`src/rtl/core/sha_pkg.sv`:
```
// Package with SHA-256 constants, round helpers and the controller state type.
package sha_pkg;

    localparam int BLOCK_BYTES = 64;
    localparam int LEN_OFFSET  = 56;
    localparam logic [7:0] PAD_BYTE = 8'h80;

    typedef enum logic [2:0] {
        ST_FILL,     // taking message bytes
        ST_PAD,      // writing padding and length bytes
        ST_LOAD,     // loading schedule words from the buffer
        ST_ROUND,    // running the 64 rounds
        ST_UPDATE,   // adding working vars into the hash state
        ST_OUT       // presenting digest words
    } t_state;

    function automatic logic [31:0] ror(input logic [31:0] x, input int n);
        ror = (x >> n) | (x << (32 - n));
    endfunction

    function automatic logic [31:0] init_hash(input logic [2:0] i);
        case (i)
            3'd0: init_hash = 32'h6a09e667;
            3'd1: init_hash = 32'hbb67ae85;
            3'd2: init_hash = 32'h3c6ef372;
            3'd3: init_hash = 32'ha54ff53a;
            3'd4: init_hash = 32'h510e527f;
            3'd5: init_hash = 32'h9b05688c;
            3'd6: init_hash = 32'h1f83d9ab;
            default: init_hash = 32'h5be0cd19;
        endcase
    endfunction

    localparam logic [31:0] ROUND_K [64] = '{
        32'h428a2f98, 32'h71374491, 32'hb5c0fbcf, 32'he9b5dba5,
        32'h3956c25b, 32'h59f111f1, 32'h923f82a4, 32'hab1c5ed5,
        32'hd807aa98, 32'h12835b01, 32'h243185be, 32'h550c7dc3,
        32'h72be5d74, 32'h80deb1fe, 32'h9bdc06a7, 32'hc19bf174,
        32'he49b69c1, 32'hefbe4786, 32'h0fc19dc6, 32'h240ca1cc,
        32'h2de92c6f, 32'h4a7484aa, 32'h5cb0a9dc, 32'h76f988da,
        32'h983e5152, 32'ha831c66d, 32'hb00327c8, 32'hbf597fc7,
        32'hc6e00bf3, 32'hd5a79147, 32'h06ca6351, 32'h14292967,
        32'h27b70a85, 32'h2e1b2138, 32'h4d2c6dfc, 32'h53380d13,
        32'h650a7354, 32'h766a0abb, 32'h81c2c92e, 32'h92722c85,
        32'ha2bfe8a1, 32'ha81a664b, 32'hc24b8b70, 32'hc76c51a3,
        32'hd192e819, 32'hd6990624, 32'hf40e3585, 32'h106aa070,
        32'h19a4c116, 32'h1e376c08, 32'h2748774c, 32'h34b0bcb5,
        32'h391c0cb3, 32'h4ed8aa4a, 32'h5b9cca4f, 32'h682e6ff3,
        32'h748f82ee, 32'h78a5636f, 32'h84c87814, 32'h8cc70208,
        32'h90befffa, 32'ha4506ceb, 32'hbef9a3f7, 32'hc67178f2
    };

endpackage

```
`src/rtl/core/sha256_byte_stream_hasher.sv`:
```
// SHA-256 hasher over a byte stream. Bytes go into a 64-byte buffer memory,
// one per accepted item with byte_valid set and at most one per cycle. After
// reset and after every digest the hash memory is loaded with the initial
// values, with s_axis_tready low. A full block is read back as 16 words. It
// is then compressed with one round per cycle in a 16-word sliding schedule.
// The hash state, a small memory, is then updated. The input is stalled
// during these steps, so no byte of the next block is taken before they end.
// On the last item the pad byte, zeros and the length go into the buffer one
// byte a cycle up to the end of the block. When the pad byte lands at position
// 56 or later, a second block of zeros and length follows. Each of these blocks
// is read back, compressed and added in the same way. The eight digest words
// then leave one per accepted output item. The block then reloads the initial
// hash and takes the next message.
module sha256_byte_stream_hasher (
    input  logic        i_clk,
    input  logic        i_rst_n,
    input  logic        s_axis_tvalid,
    output logic        s_axis_tready,
    input  logic [7:0]  s_axis_tdata,   // [7:0] data_byte
    input  logic        s_axis_tuser,   // [0] byte_valid
    input  logic        s_axis_tlast,   // [0] last_byte
    output logic        m_axis_tvalid,
    input  logic        m_axis_tready,
    output logic [39:0] m_axis_tdata,   // [31:0] digest_word, [34:32] word_index, pad
    output logic        m_axis_tlast    // [0] last_word
);
    import sha_pkg::*;

    // storage
    logic [7:0]  buf_mem [BLOCK_BYTES];
    logic [31:0] hash_mem [8];
    logic [7:0]  buf_rd;
    logic [31:0] hash_rd;

    t_state r_state, n_state;
    logic [5:0]  r_fill, n_fill;
    logic [63:0] r_bits, n_bits;
    logic [63:0] r_len, n_len;
    logic        r_final, n_final;
    logic        r_pend, n_pend;
    logic        r_lenblk, n_lenblk;
    logic [6:0]  r_cnt, n_cnt;
    logic [31:0] r_w [16];
    logic [31:0] r_v [8];
    logic [31:0] r_wacc;
    logic        r_hinit, n_hinit;
    logic [2:0]  r_hidx, n_hidx;

    // buffer and hash memory ports
    logic        buf_we;
    logic [5:0]  buf_wa;
    logic [7:0]  buf_wd;
    logic [5:0]  buf_ra;
    logic        hash_we;
    logic [2:0]  hash_wa, hash_ra;
    logic [31:0] hash_wd;

    logic in_acc, out_acc;
    assign in_acc  = s_axis_tvalid && s_axis_tready;
    assign out_acc = m_axis_tvalid && m_axis_tready;

    always_ff @(posedge i_clk) begin
        if (buf_we) begin
            buf_mem[buf_wa] <= buf_wd;
        end
        buf_rd <= buf_mem[buf_ra];
        if (hash_we) begin
            hash_mem[hash_wa] <= hash_wd;
        end
        hash_rd <= hash_mem[hash_ra];
    end

    // round datapath
    logic [31:0] w_new, t1, t2, s0w, s1w;
    logic [5:0]  rnd;
    assign rnd = r_cnt[5:0];
    always_comb begin
        s0w = ror(r_w[1], 7) ^ ror(r_w[1], 18) ^ (r_w[1] >> 3);
        s1w = ror(r_w[14], 17) ^ ror(r_w[14], 19) ^ (r_w[14] >> 10);
        w_new = r_w[0] + s0w + r_w[9] + s1w;
        t1 = r_v[7] + (ror(r_v[4], 6) ^ ror(r_v[4], 11) ^ ror(r_v[4], 25))
           + ((r_v[4] & r_v[5]) ^ (~r_v[4] & r_v[6])) + ROUND_K[rnd] + r_w[0];
        t2 = (ror(r_v[0], 2) ^ ror(r_v[0], 13) ^ ror(r_v[0], 22))
           + ((r_v[0] & r_v[1]) ^ (r_v[0] & r_v[2]) ^ (r_v[1] & r_v[2]));
    end

    // pad byte for a given fill position: 0x80 first, length only in the final block
    logic [7:0] pad_b;
    logic [2:0] len_sel;
    assign len_sel = r_fill[2:0];
    always_comb begin
        if (!r_final) begin
            pad_b = PAD_BYTE;
        end else if (r_lenblk && r_fill >= 6'(LEN_OFFSET)) begin
            pad_b = r_len[8*(7 - len_sel) +: 8];
        end else begin
            pad_b = 8'h00;
        end
    end

    // next state
    always_comb begin
        n_state = r_state;
        unique case (r_state)
            ST_FILL: begin
                if (r_hinit) begin
                    n_state = ST_FILL;
                end else if (in_acc && s_axis_tuser && r_fill == 6'(BLOCK_BYTES - 1)) begin
                    n_state = ST_LOAD;
                end else if (in_acc && s_axis_tlast) begin
                    n_state = ST_PAD;
                end
            end
            ST_PAD:    if (r_fill == 6'(BLOCK_BYTES - 1)) n_state = ST_LOAD;
            ST_LOAD:   if (r_cnt == 7'd64) n_state = ST_ROUND;
            ST_ROUND:  if (r_cnt == 7'd63) n_state = ST_UPDATE;
            ST_UPDATE: begin
                if (r_cnt == 7'd8) begin
                    n_state = !r_pend ? ST_FILL
                            : ((r_final && r_lenblk) ? ST_OUT : ST_PAD);
                end
            end
            ST_OUT:    if (out_acc && r_hidx == 3'd7) n_state = ST_FILL;
            default:   n_state = ST_FILL;
        endcase
    end

    // r_pend: message ended, r_final: pad byte written, r_lenblk: length fits here
    always_comb begin
        n_fill   = r_fill;
        n_bits   = r_bits;
        n_len    = r_len;
        n_final  = r_final;
        n_pend   = r_pend;
        n_lenblk = r_lenblk;
        n_cnt    = r_cnt;
        n_hinit  = r_hinit;
        n_hidx   = r_hidx;
        buf_we   = 1'b0;
        buf_wa   = r_fill;
        buf_wd   = s_axis_tdata;
        buf_ra   = r_cnt[5:0];
        hash_we  = 1'b0;
        hash_wa  = r_hidx;
        hash_wd  = init_hash(r_hidx);
        hash_ra  = r_cnt[2:0];
        s_axis_tready = 1'b0;
        unique case (r_state)
            ST_FILL: begin
                if (r_hinit) begin
                    hash_we = 1'b1;
                    n_hidx  = r_hidx + 3'd1;
                    if (r_hidx == 3'd7) n_hinit = 1'b0;
                end else begin
                    s_axis_tready = 1'b1;
                    if (in_acc) begin
                        if (s_axis_tuser) begin
                            buf_we = 1'b1;
                            n_fill = r_fill + 6'd1;
                            n_bits = r_bits + 64'd8;
                        end
                        if (s_axis_tlast) begin
                            n_len   = s_axis_tuser ? r_bits + 64'd8 : r_bits;
                            n_final = 1'b0;
                            n_pend  = 1'b1;
                        end
                        n_cnt = '0;
                    end
                end
            end
            ST_PAD: begin
                buf_we = 1'b1;
                buf_wd = pad_b;
                n_fill = r_fill + 6'd1;
                n_cnt  = '0;
                if (!r_final) begin
                    n_final  = 1'b1;
                    n_lenblk = (r_fill < 6'(LEN_OFFSET));
                end
            end
            ST_LOAD:   n_cnt = (r_cnt == 7'd64) ? 7'd0 : r_cnt + 7'd1;
            ST_ROUND:  n_cnt = (r_cnt == 7'd63) ? 7'd0 : r_cnt + 7'd1;
            ST_UPDATE: begin
                hash_wa = r_cnt[2:0] - 3'd1;
                hash_wd = hash_rd + r_v[r_cnt[2:0] - 3'd1];
                hash_we = (r_cnt != 7'd0);
                n_cnt   = (r_cnt == 7'd8) ? 7'd0 : r_cnt + 7'd1;
                if (r_cnt == 7'd8) begin
                    n_hidx = 3'd0;
                    // the block after a late pad byte carries the length
                    if (r_pend && r_final) n_lenblk = 1'b1;
                end
            end
            ST_OUT: begin
                hash_ra = out_acc ? r_hidx + 3'd1 : r_hidx;
                if (out_acc) begin
                    n_hidx = r_hidx + 3'd1;
                    if (r_hidx == 3'd7) begin
                        n_hinit  = 1'b1;
                        n_fill   = '0;
                        n_bits   = '0;
                        n_final  = 1'b0;
                        n_pend   = 1'b0;
                        n_lenblk = 1'b0;
                        n_len    = '0;
                    end
                end
            end
            default: ;
        endcase
    end

    // working variables and schedule window
    always_ff @(posedge i_clk) begin
        unique case (r_state)
            ST_LOAD: begin
                // buffer byte (cnt-1) arrives; pack into words
                if (r_cnt != 7'd0) begin
                    r_wacc <= {r_wacc[23:0], buf_rd};
                    if (r_cnt[1:0] == 2'd0) begin
                        for (int i = 0; i < 15; i++) r_w[i] <= r_w[i + 1];
                        r_w[15] <= {r_wacc[23:0], buf_rd};
                    end
                end
                if (r_cnt >= 7'd1 && r_cnt <= 7'd8) begin
                    r_v[r_cnt[2:0] - 3'd1] <= hash_rd;
                end
            end
            ST_ROUND: begin
                for (int i = 0; i < 15; i++) r_w[i] <= r_w[i + 1];
                r_w[15] <= w_new;
                r_v[7] <= r_v[6];
                r_v[6] <= r_v[5];
                r_v[5] <= r_v[4];
                r_v[4] <= r_v[3] + t1;
                r_v[3] <= r_v[2];
                r_v[2] <= r_v[1];
                r_v[1] <= r_v[0];
                r_v[0] <= t1 + t2;
            end
            default: ;
        endcase
    end

    // control registers
    always_ff @(posedge i_clk) begin
        if (!i_rst_n) begin
            r_state  <= ST_FILL;
            r_fill   <= '0;
            r_bits   <= '0;
            r_len    <= '0;
            r_final  <= 1'b0;
            r_pend   <= 1'b0;
            r_lenblk <= 1'b0;
            r_cnt    <= '0;
            r_hinit  <= 1'b1;
            r_hidx   <= '0;
        end else begin
            r_state  <= n_state;
            r_fill   <= n_fill;
            r_bits   <= n_bits;
            r_len    <= n_len;
            r_final  <= n_final;
            r_pend   <= n_pend;
            r_lenblk <= n_lenblk;
            r_cnt    <= n_cnt;
            r_hinit  <= n_hinit;
            r_hidx   <= n_hidx;
        end
    end

    // output item from hash memory read data
    logic r_ovld;
    always_ff @(posedge i_clk) begin
        if (!i_rst_n) begin
            r_ovld <= 1'b0;
        end else begin
            r_ovld <= (n_state == ST_OUT);
        end
    end

    assign m_axis_tvalid = (r_state == ST_OUT) && r_ovld;
    assign m_axis_tdata  = {5'd0, r_hidx, hash_rd};
    assign m_axis_tlast  = (r_hidx == 3'd7);

endmodule

```
`config.mk`:
```
export PLATFORM = sky130hd
export DESIGN_NAME = sha256_byte_stream_hasher
export DESIGN_NICKNAME = d
export VERILOG_FILES = /design/src/rtl/core/sha_pkg.sv /design/src/rtl/core/sha256_byte_stream_hasher.sv
export SDC_FILE = /design/constraint.sdc
export NUM_CORES = 2
export LEC_CHECK = 0
export CELL_PAD_IN_SITES_DETAIL_PLACEMENT = 1
export CELL_PAD_IN_SITES_GLOBAL_PLACEMENT = 2
export CORE_UTILIZATION = 40
export DETAILED_ROUTE_END_ITERATION = 8
export DONT_BUFFER_PORTS = 1
export PLACE_DENSITY_LB_ADDON = 0.1
export SLEW_MARGIN = 20
export SYNTH_ARGS = -nofsm -noshare
export SYNTH_HDL_FRONTEND = slang
export SYNTH_SLANG_ARGS = --single-unit
```
`constraint.sdc`:
```
create_clock -name i_clk -period 19 [get_ports i_clk]
set_input_delay 0.95 -clock i_clk [delete_from_list [all_inputs] [get_ports i_clk]]
set_output_delay 0.95 -clock i_clk [all_outputs]
set_load 0.005 [all_outputs]
```
Word level (Yosys, flattened, before mapping) --
Memories as Yosys holds them, arrays and structs flattened. A register that Yosys moved wholly into a read port is not among the register bits. Cells that the tools add are included.
Word-level totals: bits in registers 176, latch bits 0, memory bits (writable) 1536, ROM bits 2048, input bits 14, output and inout bits 43, logic and storage cells 246, memories kept 5
Cells by class: $add $sub $neg 17, multipliers 0, div/mod/pow operators 0, $lt $le $gt $ge 5, eq/ne operators 27, shifts and indexed selects 1, muxes and demuxes 105, bitwise operators 44, reduce and logical (&&, ||, !) cells 30
Memory list:
- (name not given) | words 64, width 32, rd ports 1, clocked after memory_dff 0, wr ports 0, RTL line sha256_byte_stream_hasher.sv:82 | + ((r_v[4] & r_v[5]) ^ (~r_v[4] & r_v[6])) + ROUND_K[rnd] + r_w[0];
- buf_mem | words 64, width 8, rd ports 1, clocked after memory_dff 1, wr ports 1, RTL line sha256_byte_stream_hasher.sv:30 | logic [7:0] buf_mem [BLOCK_BYTES];
- r_w | words 16, width 32, rd ports 16, clocked after memory_dff 0, wr ports 16, RTL line sha256_byte_stream_hasher.sv:43 | logic [31:0] r_w [16];
- hash_mem | words 8, width 32, rd ports 1, clocked after memory_dff 1, wr ports 1, RTL line sha256_byte_stream_hasher.sv:31 | logic [31:0] hash_mem [8];
- r_v | words 8, width 32, rd ports 9, clocked after memory_dff 0, wr ports 8, RTL line sha256_byte_stream_hasher.sv:44 | logic [31:0] r_v [8];
Operators with widths (number):
- 2-to-1 mux 32 bit | 20
- 2-to-1 mux 64 bit | 8
- adder 32 bit | 11
- XOR 32 bit | 9
- case mux 64 bit (2 select lines) | 2
- case mux 32 bit (7 select lines) | 1
- AND 32 bit | 5
- adder 64 x 4 -> 64 bit (second input constant) | 1
- variable part select 64 x 33 -> 8 bit | 1
- 2-to-1 mux 3 bit | 16
- 2-to-1 mux 1 bit | 35
- 2-to-1 mux 7 bit | 5
- case mux 7 bit (5 select lines) | 1
- inverter 32 bit | 1
- OR 10 x 32 -> 32 bit | 1
- OR 13 x 32 -> 32 bit | 1
- OR 14 x 32 -> 32 bit | 1
- OR 15 x 32 -> 32 bit | 1
- OR 19 x 32 -> 32 bit | 1
- OR 21 x 32 -> 32 bit | 1
- OR 25 x 32 -> 32 bit | 1
- OR 26 x 32 -> 32 bit | 1
- OR 30 x 32 -> 32 bit | 1
- OR 7 x 32 -> 32 bit | 1
- 41 further kinds | 103

Logic depth before layout (Yosys ltp) --
depth in word-level cells 9, gate-level depth with buffers 41, depth with buffers taken out 38

Worst setup path before layout --
No wires, ideal clock.
path type reg-to-reg, start register r_cnt[0], end memory r_w[0][0], enable pin, setup time 0.901 ns, arrival time 14.284 ns, data required time 18.099 ns, setup slack 3.815 ns, cell stages (with the launch flop) 11, buffers on the path 3, period minus slack after synthesis 15.185 ns, path through dfxtp_1 clkbuf_1 clkinv_1 buf_1 ha_1 nor2b_1 and2_1 a21oi_1 nand2_1 clkbuf_1 nand2_1
RTL lines:
- start, declared | RTL line sha256_byte_stream_hasher.sv:42 | logic [6:0] r_cnt, n_cnt;
- start signal, assigned | RTL line sha256_byte_stream_hasher.sv:266 | r_cnt <= n_cnt;
- end, declared | RTL line sha256_byte_stream_hasher.sv:43

==> flow_results.xml <==
<?xml version="1.0" encoding="UTF-8"?>
<metrics>
  <group name="setup_path">
    <metric name="regToRegStartpoint" unit="">r_cnt[3]$_SDFFE_PN0P_</metric>
    <metric name="regToRegSetupSlack" unit="ns">7.92</metric>
    <metric name="startpoint_type" unit="">register</metric>
    <metric name="critical_path.slowest_cell" unit="">sky130_fd_sc_hd__buf_4</metric>
    <metric name="r2r.worst_path.cells" unit="">34</metric>
    <metric name="worstPathArrival" unit="ns">11.64</metric>
    <metric name="critical-path-top-cell-by-count" unit="">sky130_fd_sc_hd__fa_1</metric>
    <metric name="max_stage_delay" unit="ns">0.78</metric>
    <metric name="crit-reg2reg-capture" unit="">r_v[0][31]$_DFFE_PP_</metric>
    <metric name="critical_path_peak_fanout" unit="">84</metric>
    <metric name="worst_ep_required_time" unit="ns">19.56</metric>
    <metric name="setup.worst_path.end_class" unit="">register</metric>
    <metric name="worstSetupPathType" unit="">register to register</metric>
  </group>
  <group name="detailed_routing">
    <metric name="post_dr_wirelength_cell" unit="um">29.70</metric>
    <metric name="postRouteWirelength" unit="um">274600</metric>
    <metric name="drt_iter0_drc" unit="">4898</metric>
    <metric name="vias_per_cell" unit="">5.672</metric>
    <metric name="detailed_router_iteration_count_before_antenna_repair" unit="">6</metric>
    <metric name="routed-via-count" unit="">52437</metric>
    <metric name="ant_nets" unit="">0</metric>
    <metric name="drc" unit="">0</metric>
  </group>
  <group name="yosys">
    <metric name="postSynthRegisterBits" unit="">1752</metric>
    <metric name="syn-mean-instance-area" unit="um^2">13.29</metric>
    <metric name="yosys_most_used_dff" unit="">sky130_fd_sc_hd__edfxtp_1</metric>
    <metric name="netlist-cell-type-count" unit="">98</metric>
    <metric name="part_of_the_yosys_area_used_for_sequential_elements" unit="%">60.22</metric>
    <metric name="yosysWarningCount" unit="">0</metric>
    <metric name="post_synth_instance_area" unit="um^2">84180</metric>
    <metric name="synthCells" unit="">6336</metric>
    <metric name="synth_enable_flop_cells" unit="">1560</metric>
    <metric name="postSynth.asyncResetShare" unit="%">0</metric>
  </group>
  <group name="placed_design">
    <metric name="pre_cts_ws" unit="ns">8.026</metric>
    <metric name="hpwl" unit="um">190900</metric>
    <metric name="number_of_buffer_cells_added_on_primary_ports" unit="">0</metric>
    <metric name="place.gp.congestion" unit="">0.9065</metric>
  </group>
  <group name="power">
    <metric name="power.share.combinational" unit="%">5.2</metric>
    <metric name="p_int" unit="mW">6.479</metric>
    <metric name="peakVddDrop" unit="mV">0.09372</metric>
    <metric name="power.static_leakage" unit="nW">32.17</metric>
    <metric name="power_density" unit="nW/um^2">90.49</metric>
    <metric name="power.share.sequential" unit="%">51.3</metric>
    <metric name="net-switching-power" unit="mW">1.993</metric>
    <metric name="clockPowerShare" unit="%">43.5</metric>
    <metric name="switch_share" unit="%">23.52</metric>
  </group>
  <group name="timing">
    <metric name="fin_hold_ws" unit="ns">0.2419</metric>
    <metric name="tns" unit="ns">0</metric>
    <metric name="setup_repair_after_global_routing_missed_its_margin" unit="">no</metric>
    <metric name="layout_min_cycle_time" unit="ns">11.08</metric>
    <metric name="worstMarginPinSlew" unit="ns">1.165</metric>
    <metric name="setup_ws" unit="ns">7.919</metric>
    <metric name="slew_viol_final" unit="">0</metric>
    <metric name="fmaxAchievable" unit="MHz">90.25</metric>
    <metric name="setup_viol" unit="">0</metric>
    <metric name="fin_crit_sh" unit="%">58.32</metric>
    <metric name="timing.final.hold_violations" unit="">0</metric>
    <metric name="slew-limit-headroom" unit="%">22.36</metric>
    <metric name="final.setup_skew" unit="ns">0.06428</metric>
  </group>
  <group name="hold_path">
    <metric name="hp-class" unit="">primary input to register</metric>
    <metric name="min_delay_worst_endpoint" unit="">r_hinit$_SDFFE_PN1P_</metric>
    <metric name="start_point_of_the_worst_min_delay_path" unit="">i_rst_n</metric>
    <metric name="hold_path_depth" unit="">1</metric>
  </group>
  <group name="floorplan">
    <metric name="design.portCount" unit="">57</metric>
    <metric name="die_h" unit="um">460.7</metric>
    <metric name="dieArea" unit="um^2">212300</metric>
    <metric name="dieWidth" unit="um">460.7</metric>
    <metric name="core_area" unit="um^2">209400</metric>
    <metric name="placement_rows" unit="">168</metric>
    <metric name="floorplan.initialDensity" unit="%">40.21</metric>
  </group>
  <group name="finish">
    <metric name="syn2layout_area_growth" unit="%">11.23</metric>
    <metric name="finish.net_count" unit="">6655</metric>
    <metric name="seqCellArea" unit="um^2">50710</metric>
    <metric name="multi_input_area" unit="um^2">31370</metric>
    <metric name="layout_commonest_cell" unit="">sky130_fd_sc_hd__edfxtp_1</metric>
    <metric name="drive_gt1_share" unit="%">11.52</metric>
    <metric name="fillers" unit="">21216</metric>
    <metric name="mostFrequentLayoutCells" unit="">sky130_fd_sc_hd__edfxtp_1 (1560), sky130_fd_sc_hd__nand2_1 (751), sky130_fd_sc_hd__nor2_1 (340)</metric>
  </group>
  <group name="clock_tree">
    <metric name="tritoncts" unit="">yes</metric>
    <metric name="post_cts.resized_instances" unit="">0</metric>
    <metric name="clkLatencyLatePin" unit="ns">0.88</metric>
    <metric name="hold_buffers" unit="">0</metric>
    <metric name="cts_buffer_depth" unit="">3</metric>
    <metric name="post_cts_setup_bufs" unit="">0</metric>
    <metric name="ctsRootBufferMaster" unit="">sky130_fd_sc_hd__clkbuf_16</metric>
    <metric name="worst_setup_hold_path_clk_slew" unit="ns">0.06</metric>
    <metric name="cts_inserted_buffers" unit="">193</metric>
    <metric name="clock_sink_count" unit="">1752</metric>
    <metric name="cts_htree_levels" unit="">4</metric>
  </group>
  <group name="grt">
    <metric name="global_route.usage.total" unit="%">25.80</metric>
    <metric name="overflow" unit="">0</metric>
    <metric name="grt_antenna_before_repair" unit="">19</metric>
    <metric name="grt_start_max_net_pins" unit="">189</metric>
    <metric name="grt_first_pass_wirelength" unit="um">392700</metric>
    <metric name="first_global_vias" unit="">53920</metric>
  </group>
  <group name="run_status">
    <metric name="run_status" unit="">finished, final reports clean</metric>
  </group>
  <group name="run">
    <metric name="cap_violations" unit="">0</metric>
  </group>
</metrics>
-- routing by layer --
layer | up-vias | GRT usage, % | share of wire [%]
met5 | - | 0 | 0.0047
met4 | 2 | 8.149 | 3.0
met3 | 355 | 3.473 | 5.2
met2 | 1398 | 40.52 | 46
met1 | 27445 | 36.99 | 46
li1 | 23237 | - | -
-- worst max-delay path, delay by kind of cell, from the launching register on --
| kind | cells | cell delay (ns) |
|---|---|---|
| AND/OR/NAND/NOR | 7 | 1.56 |
| buffers and inverters | 4 | 1.55 |
| XOR/XNOR | 2 | 0.73 |
| adder cells (fa/ha/maj) | 6 | 2.51 |
| AO/OA/AOI/OAI | 14 | 3.21 |
| multiplexers | 1 | 0.56 |
| flip-flops | 1 | 0.59 |
-- per-stage QoR --
stage | area, um^2 | utilization (%) | cells | power, mW
5_1_grt | 93630 | 44.72 | 9243 | 8.726
4_1_cts | 93600 | 44.71 | 9240 | 8.557
6_report | 93630 | 44.72 | 9245 | 8.472
3_3_place_gp | 87340 | 41.72 | 8880 | 4.852
2_1_floorplan | 84190 | - | 6340 | 4.661
3_5_place_dp | 87350 | 41.72 | 8880 | 4.866
-- power by group through the flow --
stage / Sequential [mW] / Clock [mW] / Combinational, mW
6_report: 4.34 / 3.69 / 0.444
3_5_place_dp: 4.42 / 0 / 0.443
4_1_cts: 4.34 / 3.77 / 0.445
5_1_grt: 4.34 / 3.90 / 0.487
2_1_floorplan: 4.37 / 0 / 0.288
3_3_place_gp: 4.42 / 0 / 0.431
-- layout make-up --
type | instances | share of cell area (%)
flip-flops and latches | 1752 | 54.16
multi-input cells | 3954 | 33.50
clock buffers | 245 | 5.516
well taps | 2805 | 3.748
clock inverters | 115 | 1.161
inverters | 273 | 1.097
repair buffers | 96 | 0.8098
diodes | 5 | 0.01336
-- kinds of logic after synthesis --
group	synth area share, %
DFF	60.22
buffers and inverters	2.895
adders and majority gates	7.215
muxes	7.598
and+or+nand+nor	8.263
AOI/OAI and AO/OA	9.089
xor gates and xnor gates	4.719
other	0.004455
-- cells in the mapped netlist, types with 12 or more instances --
| master | instances | area (um^2) |
|---|---|---|
| sky130_fd_sc_hd__a22oi_1 | 154 | 1156 |
| sky130_fd_sc_hd__a311oi_1 | 14 | 122.6 |
| sky130_fd_sc_hd__nor3_1 | 75 | 375.4 |
| sky130_fd_sc_hd__o21bai_1 | 17 | 127.6 |
| sky130_fd_sc_hd__and3_1 | 31 | 193.9 |
| sky130_fd_sc_hd__edfxtp_1 | 1560 | 46840 |
| sky130_fd_sc_hd__a31oi_1 | 32 | 200.2 |
| sky130_fd_sc_hd__o21a_1 | 27 | 202.7 |
| sky130_fd_sc_hd__o21ai_0 | 230 | 1151 |
| sky130_fd_sc_hd__and2_1 | 30 | 187.7 |
| sky130_fd_sc_hd__a21o_1 | 135 | 1013 |
| sky130_fd_sc_hd__o31ai_1 | 24 | 180.2 |
| sky130_fd_sc_hd__clkbuf_1 | 293 | 1100 |
| sky130_fd_sc_hd__xnor2_1 | 303 | 2654 |
| sky130_fd_sc_hd__nand2_1 | 754 | 2830 |
| sky130_fd_sc_hd__ha_1 | 183 | 2290 |
| sky130_fd_sc_hd__o21ai_1 | 32 | 160.2 |
| sky130_fd_sc_hd__buf_1 | 32 | 120.1 |
| sky130_fd_sc_hd__dfxtp_1 | 192 | 3844 |
| sky130_fd_sc_hd__mux2_2 | 53 | 596.8 |
| sky130_fd_sc_hd__o221ai_1 | 12 | 105.1 |
| sky130_fd_sc_hd__nand4_1 | 49 | 306.5 |
| sky130_fd_sc_hd__inv_1 | 268 | 1006 |
| sky130_fd_sc_hd__mux2i_1 | 99 | 991.0 |
| sky130_fd_sc_hd__mux4_2 | 213 | 4797 |
| sky130_fd_sc_hd__nand2b_1 | 38 | 237.7 |
| sky130_fd_sc_hd__or2_2 | 12 | 75.07 |
| sky130_fd_sc_hd__nor4_1 | 21 | 131.4 |
| sky130_fd_sc_hd__nand3_1 | 98 | 490.5 |
| sky130_fd_sc_hd__nor2_1 | 353 | 1325 |
| sky130_fd_sc_hd__a21oi_1 | 321 | 1607 |
| sky130_fd_sc_hd__buf_2 | 30 | 150.1 |
| sky130_fd_sc_hd__or3_1 | 28 | 175.2 |
| sky130_fd_sc_hd__xor2_1 | 148 | 1296 |
| sky130_fd_sc_hd__fa_1 | 188 | 3764 |
| sky130_fd_sc_hd__o211ai_1 | 21 | 157.7 |
| sky130_fd_sc_hd__o22ai_1 | 35 | 219.0 |
| sky130_fd_sc_hd__a211oi_1 | 38 | 285.3 |
| sky130_fd_sc_hd__nor2b_1 | 32 | 200.2 |
-- worst max path at each step --
stage,start,end,depth (start not counted)
2_1_floorplan,r_cnt[0]$_SDFFE_PN0P_,r_w[0][0]$_DFFE_PP_,10
4_1_cts,r_cnt[0]$_SDFFE_PN0P_,r_v[0][31]$_DFFE_PP_,34
3_3_place_gp,r_cnt[0]$_SDFFE_PN0P_,r_v[0][31]$_DFFE_PP_,34
3_5_place_dp,r_cnt[0]$_SDFFE_PN0P_,r_v[0][31]$_DFFE_PP_,34
5_1_grt,r_cnt[0]$_SDFFE_PN0P_,r_v[0][31]$_DFFE_PP_,34
6_report,r_cnt[3]$_SDFFE_PN0P_,r_v[0][31]$_DFFE_PP_,34
-- state kept, by name (all words and copies together) (netlist names), 6 cells and up --
name	cells
hash_rd	32
buf_mem	512
r_cnt	7
buf_rd	8
hash_mem	256
r_len	64
r_wacc	24
r_bits	64
buf_wa	6
r_v	256
r_w	512
Note: power is estimated with default switching activity, not from simulation.
